[src/sv/ecpu_pkg.sv]
// shared types and constants for the eight-bit cpu instruction step block
// no dependencies; used by ecpu_mem, ecpu_rf and the top level
package ecpu_pkg;

    localparam int MEM_BYTES = 65536;
    localparam int MEM_AW    = $clog2(MEM_BYTES);

    // item kinds carried on the input tuser
    localparam logic [1:0] OP_EXEC  = 2'd0;
    localparam logic [1:0] OP_WRITE = 2'd1;
    localparam logic [1:0] OP_READ  = 2'd2;

    // port access kinds
    localparam logic [1:0] IO_NONE = 2'd0;
    localparam logic [1:0] IO_OUT  = 2'd1;
    localparam logic [1:0] IO_IN   = 2'd2;

    // opcode groups (high nibble)
    localparam logic [3:0] GRP_LDN  = 4'h0;
    localparam logic [3:0] GRP_INC  = 4'h1;
    localparam logic [3:0] GRP_DEC  = 4'h2;
    localparam logic [3:0] GRP_SBR  = 4'h3;
    localparam logic [3:0] GRP_LDA  = 4'h4;
    localparam logic [3:0] GRP_STR  = 4'h5;
    localparam logic [3:0] GRP_IO   = 4'h6;
    localparam logic [3:0] GRP_MISC = 4'h7;
    localparam logic [3:0] GRP_GLO  = 4'h8;
    localparam logic [3:0] GRP_GHI  = 4'h9;
    localparam logic [3:0] GRP_PLO  = 4'ha;
    localparam logic [3:0] GRP_PHI  = 4'hb;
    localparam logic [3:0] GRP_LBR  = 4'hc;
    localparam logic [3:0] GRP_SEP  = 4'hd;
    localparam logic [3:0] GRP_SEX  = 4'he;
    localparam logic [3:0] GRP_ALU  = 4'hf;

    localparam logic [3:0] MARK_REG = 4'h2;

    typedef enum logic [3:0] {
        ST_IDLE,
        ST_F0,
        ST_F1,
        ST_F2,
        ST_F3,
        ST_F4,
        ST_RD,
        ST_PO,
        ST_PR,
        ST_RES
    } state_t;

    // register file write port
    typedef struct packed {
        logic        we;
        logic [3:0]  addr;
        logic [15:0] data;
    } rf_wr_t;

    // memory write port
    typedef struct packed {
        logic              we;
        logic [MEM_AW-1:0] addr;
        logic [7:0]        data;
    } mem_wr_t;

endpackage

[src/sv/ecpu_rf.sv]
// sixteen 16-bit pointer registers held in a small synchronous memory
// depends on ecpu_pkg; reset clears all entries through valid bits
module ecpu_rf (
    input  logic               clk,
    input  logic               rst_n,
    input  ecpu_pkg::rf_wr_t   wr,
    input  logic [3:0]         raddr,
    output logic [15:0]        rdata
);

    logic [15:0] regs [16];
    logic [15:0] valid_reg;
    logic [15:0] rd_reg;
    logic        rd_valid_reg;

    // write port
    always_ff @(posedge clk)
    begin
        if (wr.we)
        begin
            regs[wr.addr] <= wr.data;
        end
        rd_reg <= regs[raddr];
    end

    // valid bits so an entry never written reads zero
    always_ff @(posedge clk or negedge rst_n)
    begin
        if (!rst_n)
        begin
            valid_reg    <= '0;
            rd_valid_reg <= 1'b0;
        end
        else
        begin
            if (wr.we)
            begin
                valid_reg[wr.addr] <= 1'b1;
            end
            rd_valid_reg <= valid_reg[raddr];
        end
    end

    assign rdata = rd_valid_reg ? rd_reg : 16'h0000;

endmodule

[config.mk]
export PLATFORM = sky130hd
export DESIGN_NAME = ecpu_rf
export DESIGN_NICKNAME = d
export VERILOG_FILES = /design/src/sv/ecpu_pkg.sv /design/src/sv/ecpu_rf.sv
export SDC_FILE = /design/constraint.sdc
export NUM_CORES = 1
export LEC_CHECK = 0
export BUFFER_PORTS_ARGS = -buffer_cell sky130_fd_sc_hd__buf_2
export CAP_MARGIN = 5
export CORE_UTILIZATION = 61
export CTS_CLUSTER_DIAMETER = 150
export CTS_CLUSTER_SIZE = 24
export DETAILED_ROUTE_END_ITERATION = 12
export GPL_TIMING_DRIVEN = 0
export PLACE_DENSITY_LB_ADDON = 0.15
export SLEW_MARGIN = 20
export SYNTH_ARGS = -nofsm -noshare
export SYNTH_HDL_FRONTEND = slang
export SYNTH_SLANG_ARGS = --single-unit
[constraint.sdc]
create_clock -name clk -period 1.37 [get_ports clk]
set_clock_uncertainty 0.05 [all_clocks]
set_input_delay 0 -clock clk [delete_from_list [all_inputs] [get_ports clk]]
set_output_delay 0 -clock clk [all_outputs]
set_load 0.1 [all_outputs]
# Yosys cells after proc, flatten, opt, wreduce, memory -nomap -nowiden
# Memory sizes are Yosys's and may differ from the RTL's. A register that Yosys moved wholly into a read port is not among the register bits.
# Cells that the tools add are included.
[word_totals] regBits=17 latchBits=0 ram_bits=256 rom_bits=0 in_bits=27 output_inout_bits=16 elab_cells=15 mem_count=1
[memory_table] memory="regs" words=16 width=16 read_ports=1 rd_clocked_by_memory_dff=1 write_ports=1 line_no="ecpu_rf.sv:11" rtl="logic [15:0] regs [16];"
[op_classes] addsub=0 mul=0 div_mod_pow=0 n_lt_le_gt_ge=3 n_eq_ne=0 shifts=0 mux=7 bitwise=1 n_reduce_logical=1
[ops] operator="$mux W16" n=1
[ops] operator="$or A16 B16 Y16" n=1
[ops] operator="$lt A4 B5 Y1 const B" n=2
[ops] operator="$bmux W1 S4" n=1
[ops] operator="$demux W1 S4" n=1
[ops] operator="$ge A4 B1 Y1 const B" n=1
[ops] operator="$mux W1" n=4
[ops] operator="$logic_and A1 B1 Y1" n=1

# Depth between registers and ports, before layout
# Gate-level depths: netlist (run 1).
[depth] ltp_word=5 ltp_mapped=6 mapped_depth_nobuf=3

# Worst setup path before layout (run 1)
# OpenSTA, ideal clock, no wires.
[synth_path] path_type="input-to-reg" start="input wr[18] (netlist name)" end="memory regs[0][0], enable pin" setup_ns=0.411 t_arrival_ns=1.675 setup_slack_ns=-0.766 stages=2 path_buffers=0 path_cell_list="or3b_2 -> nor3_1"
[synth_rtl] item="start: declaration" line_no="ecpu_rf.sv:6" rtl="input ecpu_pkg::rf_wr_t wr,"
[synth_rtl] item="end: declaration" line_no="ecpu_rf.sv:11"
# No word-level cell before the write port.

# Final worst setup path (run 1)
[layout_path] start="register rd_valid_reg" end="output rdata[14]"
[layout_via] elab_chain_cells=1
[layout_rtl] item="start: declaration" line_no="ecpu_rf.sv:14" rtl="logic rd_valid_reg;"
[layout_rtl] item="start signal: assignment" line_no="ecpu_rf.sv:40" rtl="rd_valid_reg <= valid_reg[raddr];"
[layout_rtl] item="$mux W16" line_no="ecpu_rf.sv:44" rtl="assign rdata = rd_valid_reg ? rd_reg : 16'h0000;"
[layout_rtl] item="end: declaration" line_no="ecpu_rf.sv:8" rtl="output logic [15:0] rdata"
# No other way between the ends.

==> results of run 1 <==
==> repair_timing <==
action	4_1_cts	5_1_grt
hold buffers	18	1
gates cloned	1	0
hold endpoints to repair	273	17
pin swaps	2	2
setup endpoints to repair	66	32
setup buffers	3	0
gates resized for setup	74	30
==> cells in the mapped netlist, drive strengths merged <==
cell type and count:
nand2 18, dfrtp 17, nor2 13, buf 13
edfxtp 256, nor3 4, nand2b 2, nor2b 2
dfxtp 16, clkbuf 11, or2 16, or3b 1
and2 17, mux4 68, a22oi 34, nand3 1
nand3b 2
==> cell type report <==
class,instances,area [um2]
Tap cell,225,282
Sequential cell,289,8430
Timing Repair Buffer,67,742
Fill cell,999,4750
Clock inverter,1,30.0
Clock buffer,26,459
Buffer,24,171
Multi-Input combinational cell,178,2420
==> worst min path at each step <==
stage / startpoint / slack [ns] / endpoint
after floorplan: rst_n / -0.35 / rd_valid_reg
after global placement: rst_n / -0.12 / valid_reg[2]
after detailed placement: rst_n / -0.11 / valid_reg[6]
after CTS: wr[16] / 0.0002 / regs[4][11]
after global routing: wr[16] / 0.003 / regs[4][14]
final: wr[16] / 0.01 / regs[4][11]
==> power groups by stage <==
stage          Sequential (mW)  Combinational [mW]  Clock (mW)
2_1_floorplan             10.1                1.17           0
3_3_place_gp              10.2                1.56           0
3_5_place_dp              10.2                1.63           0
4_1_cts                   9.98                2.06        5.07
5_1_grt                   10.0                2.19        5.39
6_report                  9.98                2.11        5.05
==> layer usage <==
metal	track usage, %	wire, um	vias up
li1	-	-	2188
met1	39.1	9660	2786
met2	43.1	11500	192
met3	3.98	1240	34
met4	6.74	383	0
met5	0	0	-
==> metrics by stage <==
stage	cell area (um2)	worst slack [ns]	std cells	TNS (ns)	hold WS, ns
final	12500	-0.238	810	-2.91	0.0123
after global routing	12500	-0.267	810	-3.47	0.00325
after floorplan	10800	-0.220	491	-12.52	-0.346
after detailed placement	11500	-0.603	761	-89.54	-0.112
after global placement	11300	-1.13	756	-219.43	-0.123
after CTS	12500	-0.241	810	-3.08	0.000152
==> cells by family after synthesis <==
| logic type | after synthesis | share of synthesized area [%] |
|---|---|---|
| buf+inv | 24 | 1.30 |
| flops | 289 | 78.2 |
| simple gates | 76 | 3.68 |
| mux | 68 | 14.5 |
| compound gates | 34 | 2.37 |
==> metrics.txt, run 1 <==
core area=0.0173 mm2; post-synth top area cell=edfxtp_1; reg2reg start=regs[2][6]; CTS max path bufs=3; max-slew violations=0; Die Y-Extent=135 um; Iter 0 DRT Violations=between 500 and 600; initial antenna violation count=0; clock share of power=between 20 and 30%; Peak supply drop=about 1.2 mV; Horiz. Die Dim=~140 um; Final Net Count=between 600 and 700; largest net degree at the start of global routing=26; PortBufs=40; Max-cap violations=0; sw frac=23.5%; GRT Util Overall=between 20% and 30%; layout cell share with drive strength beyond 1=34.5%; max FFs per register=~260; slowest CP cell=dfrtp_2; worst endpoint required time=between 1 and 1.5 ns; Max Clk Rate=between 600 and 700 MHz; later-pin clock latency in the skew report=around 0.49 ns; WL/cell=28.1 um; YS warnings=0; Leakage=4.08 nW; internal power=~13 mW; CTS H-tree depth=1; Worst setup startpoint=rd_valid_reg; DRC errors left=0; Arrival @ worst endpoint=1.56 ns; Top cell by count, worst path=buf_12; vias in the first global route=between 5,000 and 6,000; total congestion overflow=0; # setup viols final=16; antenna diode count=0; Syn Std Cell Area=~0.011 mm2; Cell variety after synth=21; row count=48; total power=approximately 17 mW; Vias=between 5,000 and 6,000; DRT Pass-1 Iters=7; status=finished with violations; Finished Core Util=between 70% and 80%; crit share post-route=117%; Clock Pin Slew Worst Setup and Hold Paths=~0.090 ns; CP Class=register to output pin; syn nets=just over 500; ranking of synthesized cells by area=edfxtp_1, mux4_2, dfrtp_1; most common cell after layout, fill and taps aside=edfxtp_1; R2R Path End=rd_reg[6]; CTS Sinks=between 200 and 300; failing checks=negative setup slack; startpoint type of the worst setup path=register; die footprint=between 0.015 and 0.02 mm2; cells after synthesis=approximately 490; area share of the largest cell type after synthesis=between 70 and 80%; RSZ-0062 raised after global routing=true; post-route setup slack=-0.238 ns; hold path cells=2; Reg power frac=approximately three fifths; crit-path cells=buf_12 > clkbuf_16 > and2_4 > buf_12; worst path bufs/invs=3; measured slew at the worst slew-check pin=between 0.8 and 0.9 ns; vias per inst=about 6.4; TritonCTS clock tree=built; placed wire-length estimate=~13,000 um; CP Capture Type=output pin; synth-to-layout area growth=16.2%; sequential share of the synthesized area=78.2%; critical path depth=4; clk root buf=clkbuf_16; Total Wirelength=around 23,000 um; Slew HR=between 40% and 50%; worst reg2reg setup slack=~0.040 ns; worst r2r path cells=3; post-route ant nets=0; post-synthesis register bit count=~290; Psw=just over 4 mW; CP max FO=6; synthesized area per cell=~22 um2; delay of the slowest critical-path stage=~0.42 ns; kind of cell adding the most delay to the critical path=buffers and inverters; fin crit period=1.61 ns; P per Cell Area=1370 mW/mm2; Routability Congestion=a little over 0.7; Comb power frac=roughly 12%; Num CTS Buffers=16; final hold vios=0; Tightest Hold Check Type=primary input to register; Starting Density=62.4%; first-pass GRT wire length=33,900 um; most frequent cells in the layout=edfxtp_1, mux4_2, buf_2, a22oi_1, clkbuf_16; destination of the critical timing path=rdata[14]; IO Pins=43
(Power assumes the default switching activity.)
==> run 2, diff against run 1 <==
--- a/config.mk
+++ b/config.mk
@@ -13,6 +13,7 @@
 export DETAILED_ROUTE_END_ITERATION = 12
 export GPL_TIMING_DRIVEN = 0
 export PLACE_DENSITY_LB_ADDON = 0.15
+export SKIP_CTS_REPAIR_TIMING = 1
 export SLEW_MARGIN = 20
 export SYNTH_ARGS = -nofsm -noshare
 export SYNTH_HDL_FRONTEND = slang
==> metrics.txt, run 2 (synthesized netlist as in run 1, its figures left out) <==
Final Net Count=602 (was 603); Peak supply drop=1.18 mV (about the same); CP max FO=8 (was 6); post-route cell area=0.0125 mm2 (about the same); FF/Latch Area=0.00843 mm2 (unchanged); Starting Density=62.4% (unchanged); GRT Util Overall=26.1% (was 26.7%); # setup viols final=16 (unchanged); antenna diode count=0 (unchanged); Die Y-Extent=135 um (unchanged); worst path bufs/invs=3 (unchanged); routing usage on met2=41.6% (was 43.1%); Arrival @ worst endpoint=1.57 ns (was 1.56 ns); later-pin clock latency in the skew report=0.49 ns (about the same); Max Clk Rate=618 MHz (was 622 MHz); most frequent cells in the layout=edfxtp_1, mux4_2, buf_2, a22oi_1 (was edfxtp_1, mux4_2, buf_2, a22oi_1, clkbuf_16); CTS H-tree depth=1 (unchanged); met1 Use GR=38.9% (was 39.1%); Clock Pin Slew Worst Setup and Hold Paths=0.09 ns (about the same); delay of the slowest critical-path stage=0.42 ns (about the same); CP Capture Type=output pin (unchanged); RSZ-0062 raised after global routing=true (unchanged); PortBufs=40 (unchanged); placed wire-length estimate=13,400 um (unchanged); Total Wirelength=22,600 um (was 22,800 um); Comb power frac=11.9% (was 12.3%); DP Area=0.0115 mm2 (unchanged); slowest CP cell=dfrtp_2 (unchanged); post-route ant nets=0 (unchanged); worst r2r path cells=3 (unchanged); Vias=5,151 (was 5,200); sw frac=23.5% (about the same); core area=0.0173 mm2 (unchanged); DRT Pass-1 Iters=5 (was 7); post-route setup slack=-0.248 ns (was -0.238 ns); Num CTS Buffers=16 (unchanged); Routability Congestion=0.725 (unchanged); Leakage=4.06 nW (was 4.08 nW); Iter 0 DRT Violations=517 (was 562); IO Pins=43 (unchanged); first-pass GRT wire length=33,100 um (was 33,900 um); WL/cell=28.0 um (was 28.1 um); Tightest Hold Check Type=primary input to register (unchanged); destination of the critical timing path=rdata[6] (was rdata[14]); reg2reg start=regs[11][3] (was regs[2][6]); worst endpoint required time=1.32 ns (about the same); TritonCTS clock tree=built (unchanged); final hold vios=0 (unchanged); Layout Cells excl Fill=809 (was 810); CTS max path bufs=3 (unchanged); R2R Path End=rd_reg[3] (was rd_reg[6]); synth-to-layout area growth=15.8% (was 16.2%); most crowded layer after global routing=met2 (unchanged); area of the multi-input gates=0.00242 mm2 (about the same); P per Cell Area=1370 mW/mm2 (about the same); clock share of power=29.7% (was 29.5%); worst reg2reg setup slack=0.04 ns (about the same); fin crit period=1.62 ns (was 1.61 ns); met3 Use GR=3.72% (was 3.98%); die footprint=0.0182 mm2 (unchanged); DRC errors left=0 (unchanged); internal power=13.1 mW (about the same); Psw=4.02 mW (about the same); kind of cell adding the most delay to the critical path=buffers and inverters (unchanged); startpoint type of the worst setup path=register (unchanged); clk root buf=clkbuf_16 (unchanged); # fillers=1,003 (was 999); crit share post-route=118% (was 117%); Worst setup startpoint=rd_valid_reg (unchanged); max FFs per register=256 (unchanged); max-slew violations=0 (unchanged); largest net degree at the start of global routing=26 (unchanged); vias in the first global route=5,343 (was 5,468); status=finished with violations (unchanged); initial antenna violation count=0 (unchanged); vias per inst=6.37 (was 6.42); critical path depth=4 (unchanged); layout cell share with drive strength beyond 1=34.1% (was 34.5%); Horiz. Die Dim=135 um (unchanged); CP Class=register to output pin (unchanged); Slew HR=46.0% (was 45.8%); crit-path cells=buf_12 > clkbuf_16 > and2_2 > buf_12 (was buf_12 > clkbuf_16 > and2_4 > buf_12); measured slew at the worst slew-check pin=0.810 ns (was 0.813 ns); Max-cap violations=0 (unchanged); most common cell after layout, fill and taps aside=edfxtp_1 (unchanged); row count=48 (unchanged); failing checks=negative setup slack (unchanged); total congestion overflow=0 (unchanged); placed insts=761 (unchanged); CTS Sinks=289 (unchanged); Reg power frac=58.4% (was 58.2%); Top cell by count, worst path=buf_12 (unchanged)
## run 2: area by class of cell
cell class | count | area share (%)
plain buffers | 24 | 1.29
clock buffers | 26 | 3.67
clock inverters | 1 | 0.240
multi-input cells | 178 | 19.4
flip-flops and latches | 289 | 67.5
well taps | 225 | 2.25
repair buffers | 66 | 5.70
## run 2: worst min path at each step
stage / start / cells after the start / to / slack, ns
final: wr[16] / 2 / regs[4][14] / 0.02
after global routing: wr[16] / 2 / regs[4][14] / 0.02
after CTS: rst_n / 1 / valid_reg[6] / -0.63
after detailed placement: rst_n / 1 / valid_reg[6] / -0.11
after global placement: rst_n / 1 / valid_reg[2] / -0.12
after floorplan: rst_n / 0 / rd_valid_reg / -0.35
## run 2: routing by layer
metal	wire (um)	vias to the layer above
met4	382	0
li1	-	2185
met2	11400	184
met5	0	-
met3	1310	32
met1	9500	2750
## run 2: power by group through the flow
stage                     sequential, mW  clock (mW)  combinational, mW
after detailed placement            10.2           0               1.63
after global routing                10.0        5.39               2.13
after floorplan                     10.1           0               1.17
after global placement              10.2           0               1.56
final                               9.98        5.07               2.03
after CTS                           9.99        5.07               1.64
## run 2: through the flow
step	hold WS (ns)	utilization [%]	setup TNS [ns]	total power, mW	setup slack (ns)
floorplan	-0.346	-	-12.52	11.3	-0.220
global placement	-0.123	65.5	-219.43	11.7	-1.13
detailed placement	-0.112	66.4	-89.54	11.8	-0.603
CTS	-0.634	69.2	-15.41	16.7	-1.02
global route	0.0164	72.3	-3.17	17.5	-0.285
finish	0.0200	72.3	-2.54	17.1	-0.248
==> run 3, diff against run 2 <==
--- a/config.mk
+++ b/config.mk
@@ -7,9 +7,8 @@
 export LEC_CHECK = 0
 export BUFFER_PORTS_ARGS = -buffer_cell sky130_fd_sc_hd__buf_2
 export CAP_MARGIN = 5
-export CORE_UTILIZATION = 61
+export CORE_UTILIZATION = 55
 export CTS_CLUSTER_DIAMETER = 150
-export CTS_CLUSTER_SIZE = 24
 export DETAILED_ROUTE_END_ITERATION = 12
 export GPL_TIMING_DRIVEN = 0
 export PLACE_DENSITY_LB_ADDON = 0.15
==> constraint.sdc (replaced) <==
create_clock -name clk -period 1.3 [get_ports clk]
set_clock_uncertainty 0.05 [all_clocks]
set_input_delay 0 -clock clk [delete_from_list [all_inputs] [get_ports clk]]
set_output_delay 0 -clock clk [all_outputs]
set_load 0.1 [all_outputs]
==> metrics.txt, run 3 (synthesized netlist as in run 1, its figures left out) <==
Num CTS Buffers=28 (was 16); GRT Util Overall=23.3% (was 26.1%); # fillers=1,189 (was 1,003); first-pass GRT wire length=32,900 um (was 33,100 um); CTS max path bufs=3 (unchanged); Arrival @ worst endpoint=1.58 ns (was 1.57 ns); die footprint=0.0202 mm2 (was 0.0182 mm2); placed insts=795 (was 761); Total Wirelength=22,800 um (was 22,600 um); measured slew at the worst slew-check pin=0.900 ns (was 0.810 ns); antenna diode count=0 (unchanged); crit-path cells=buf_12 > and2_2 > buf_12 (was buf_12 > clkbuf_16 > and2_2 > buf_12); CP Class=register to output pin (unchanged); Top cell by count, worst path=buf_12 (unchanged); CTS Sinks=289 (unchanged); IO Pins=43 (unchanged); Final Net Count=613 (was 602); Max Clk Rate=roughly 610 MHz; fin crit period=1.63 ns; CP Capture Type=output pin (unchanged); failing checks=negative hold slack, negative setup slack (was negative setup slack); WL/cell=26.2 um (was 28.0 um); most frequent cells in the layout=edfxtp_1, mux4_2, buf_2, a22oi_2, clkbuf_16 (was edfxtp_1, mux4_2, buf_2, a22oi_1); Min Hold Slack=-0.00894 ns (was 0.0200 ns); vias per inst=6.04 (was 6.37); Iter 0 DRT Violations=480 (was 517); largest net degree at the start of global routing=18 (was 26); Slew HR=39.8% (was 46.0%); post-route ant nets=0 (unchanged); worst reg2reg setup slack=-0.01 ns (was 0.04 ns); Clock Pin Slew Worst Setup and Hold Paths=0.07 ns (was 0.09 ns); placed wire-length estimate=13,000 um (was 13,400 um); Max-cap violations=0 (unchanged); crit share post-route=125%; max-slew violations=0 (unchanged); Routability Congestion=0.728 (was 0.725); post-route setup slack=-0.328 ns (was -0.248 ns); Die Y-Extent=142 um (was 135 um); delay of the slowest critical-path stage=0.49 ns (was 0.42 ns); pre-CTS WS=-0.683 ns (was -0.603 ns); TritonCTS clock tree=built (unchanged); Tightest Hold Check Type=primary input to register (unchanged); slowest CP cell=dfrtp_2 (unchanged); total power=20.3 mW (was 17.1 mW); P per Cell Area=1560 mW/mm2 (was 1370 mW/mm2); Horiz. Die Dim=142 um (was 135 um); layout cell share with drive strength beyond 1=40.5% (was 34.1%); startpoint type of the worst setup path=register (unchanged); # setup viols final=20 (was 16); initial antenna violation count=0 (unchanged); clk root buf=clkbuf_16 (unchanged); Starting Density=56.9% (was 62.4%); later-pin clock latency in the skew report=0.54 ns (was 0.49 ns); Layout Cells excl Fill=868 (was 809); final hold vios=6 (was 0); row count=50 (was 48); CP max FO=10 (was 8); DRC errors left=0 (unchanged); core area=0.0190 mm2 (was 0.0173 mm2); Vias=5,244 (was 5,151); Leakage=4.26 nW (was 4.06 nW); worst path bufs/invs=2 (was 3); Peak supply drop=0.998 mV (was 1.18 mV); CTS H-tree depth=1 (unchanged); PortBufs=40 (unchanged); post-route cell area=0.0130 mm2 (was 0.0125 mm2); most common cell after layout, fill and taps aside=edfxtp_1 (unchanged); worst endpoint required time=1.25 ns (was 1.32 ns); status=finished with violations (unchanged); vias in the first global route=5,304 (was 5,343); DRT Pass-1 Iters=5 (unchanged); total congestion overflow=0 (unchanged); DP Area=0.0115 mm2 (about the same); max FFs per register=256 (unchanged); RSZ-0062 raised after global routing=true (unchanged); kind of cell adding the most delay to the critical path=flip-flops (was buffers and inverters); synth-to-layout area growth=20.6% (was 15.8%)
## run 3: worst register-to-register path: stages (launching register included)
cell and delay (ns):
edfxtp_1 0.40, mux4_2 0.51, a22oi_2 0.16, nand2_1 0.09
## run 3: worst paths after layout
check,from,cells after the start,end
min in group asynchronous,rst_n,3,valid_reg[0]
hold / removal,wr[16],2,regs[12][0]
setup reg to reg,regs[7][10],3,rd_reg[10]
hold reg to reg,valid_reg[3],1,valid_reg[3]
max in group asynchronous,rst_n,3,rd_valid_reg
setup / recovery,rd_valid_reg,3,rdata[5]
## run 3: power breakdown
group,internal [mW],switching [mW]
clock network,4.32,3.31
logic,0.858,1.28
registers,10.4,0.113
total,15.6,4.70
## run 3: layout make-up
| type | count | area (um2) | share of cell area (%) |
|---|---|---|---|
| clock inverter | 13 | 73.8 | 0.567 |
| sequential | 289 | 8430 | 64.8 |
| buffer | 24 | 161 | 1.24 |
| tap | 260 | 325 | 2.50 |
| timing repair buffer | 65 | 741 | 5.69 |
| multi-input combinational | 178 | 2480 | 19.0 |
| clock buffer | 39 | 803 | 6.17 |
## run 3: stage by stage
stage / utilization [%] / TNS, ns
detailed placement: 60.6 / -129.89
global route: 68.7 / -5.36
floorplan: - / -16.14
finish: 68.7 / -4.24
global placement: 60.1 / -201.87
CTS: 65.3 / -23.01
## run 3: layer usage
metal	up-vias	wire [um]	global-route usage, %
li1	2222	-	-
met1	2789	9820	33.8
met5	-	0	0
met3	36	1450	3.26
met2	197	11000	37.3
met4	0	480	7.30
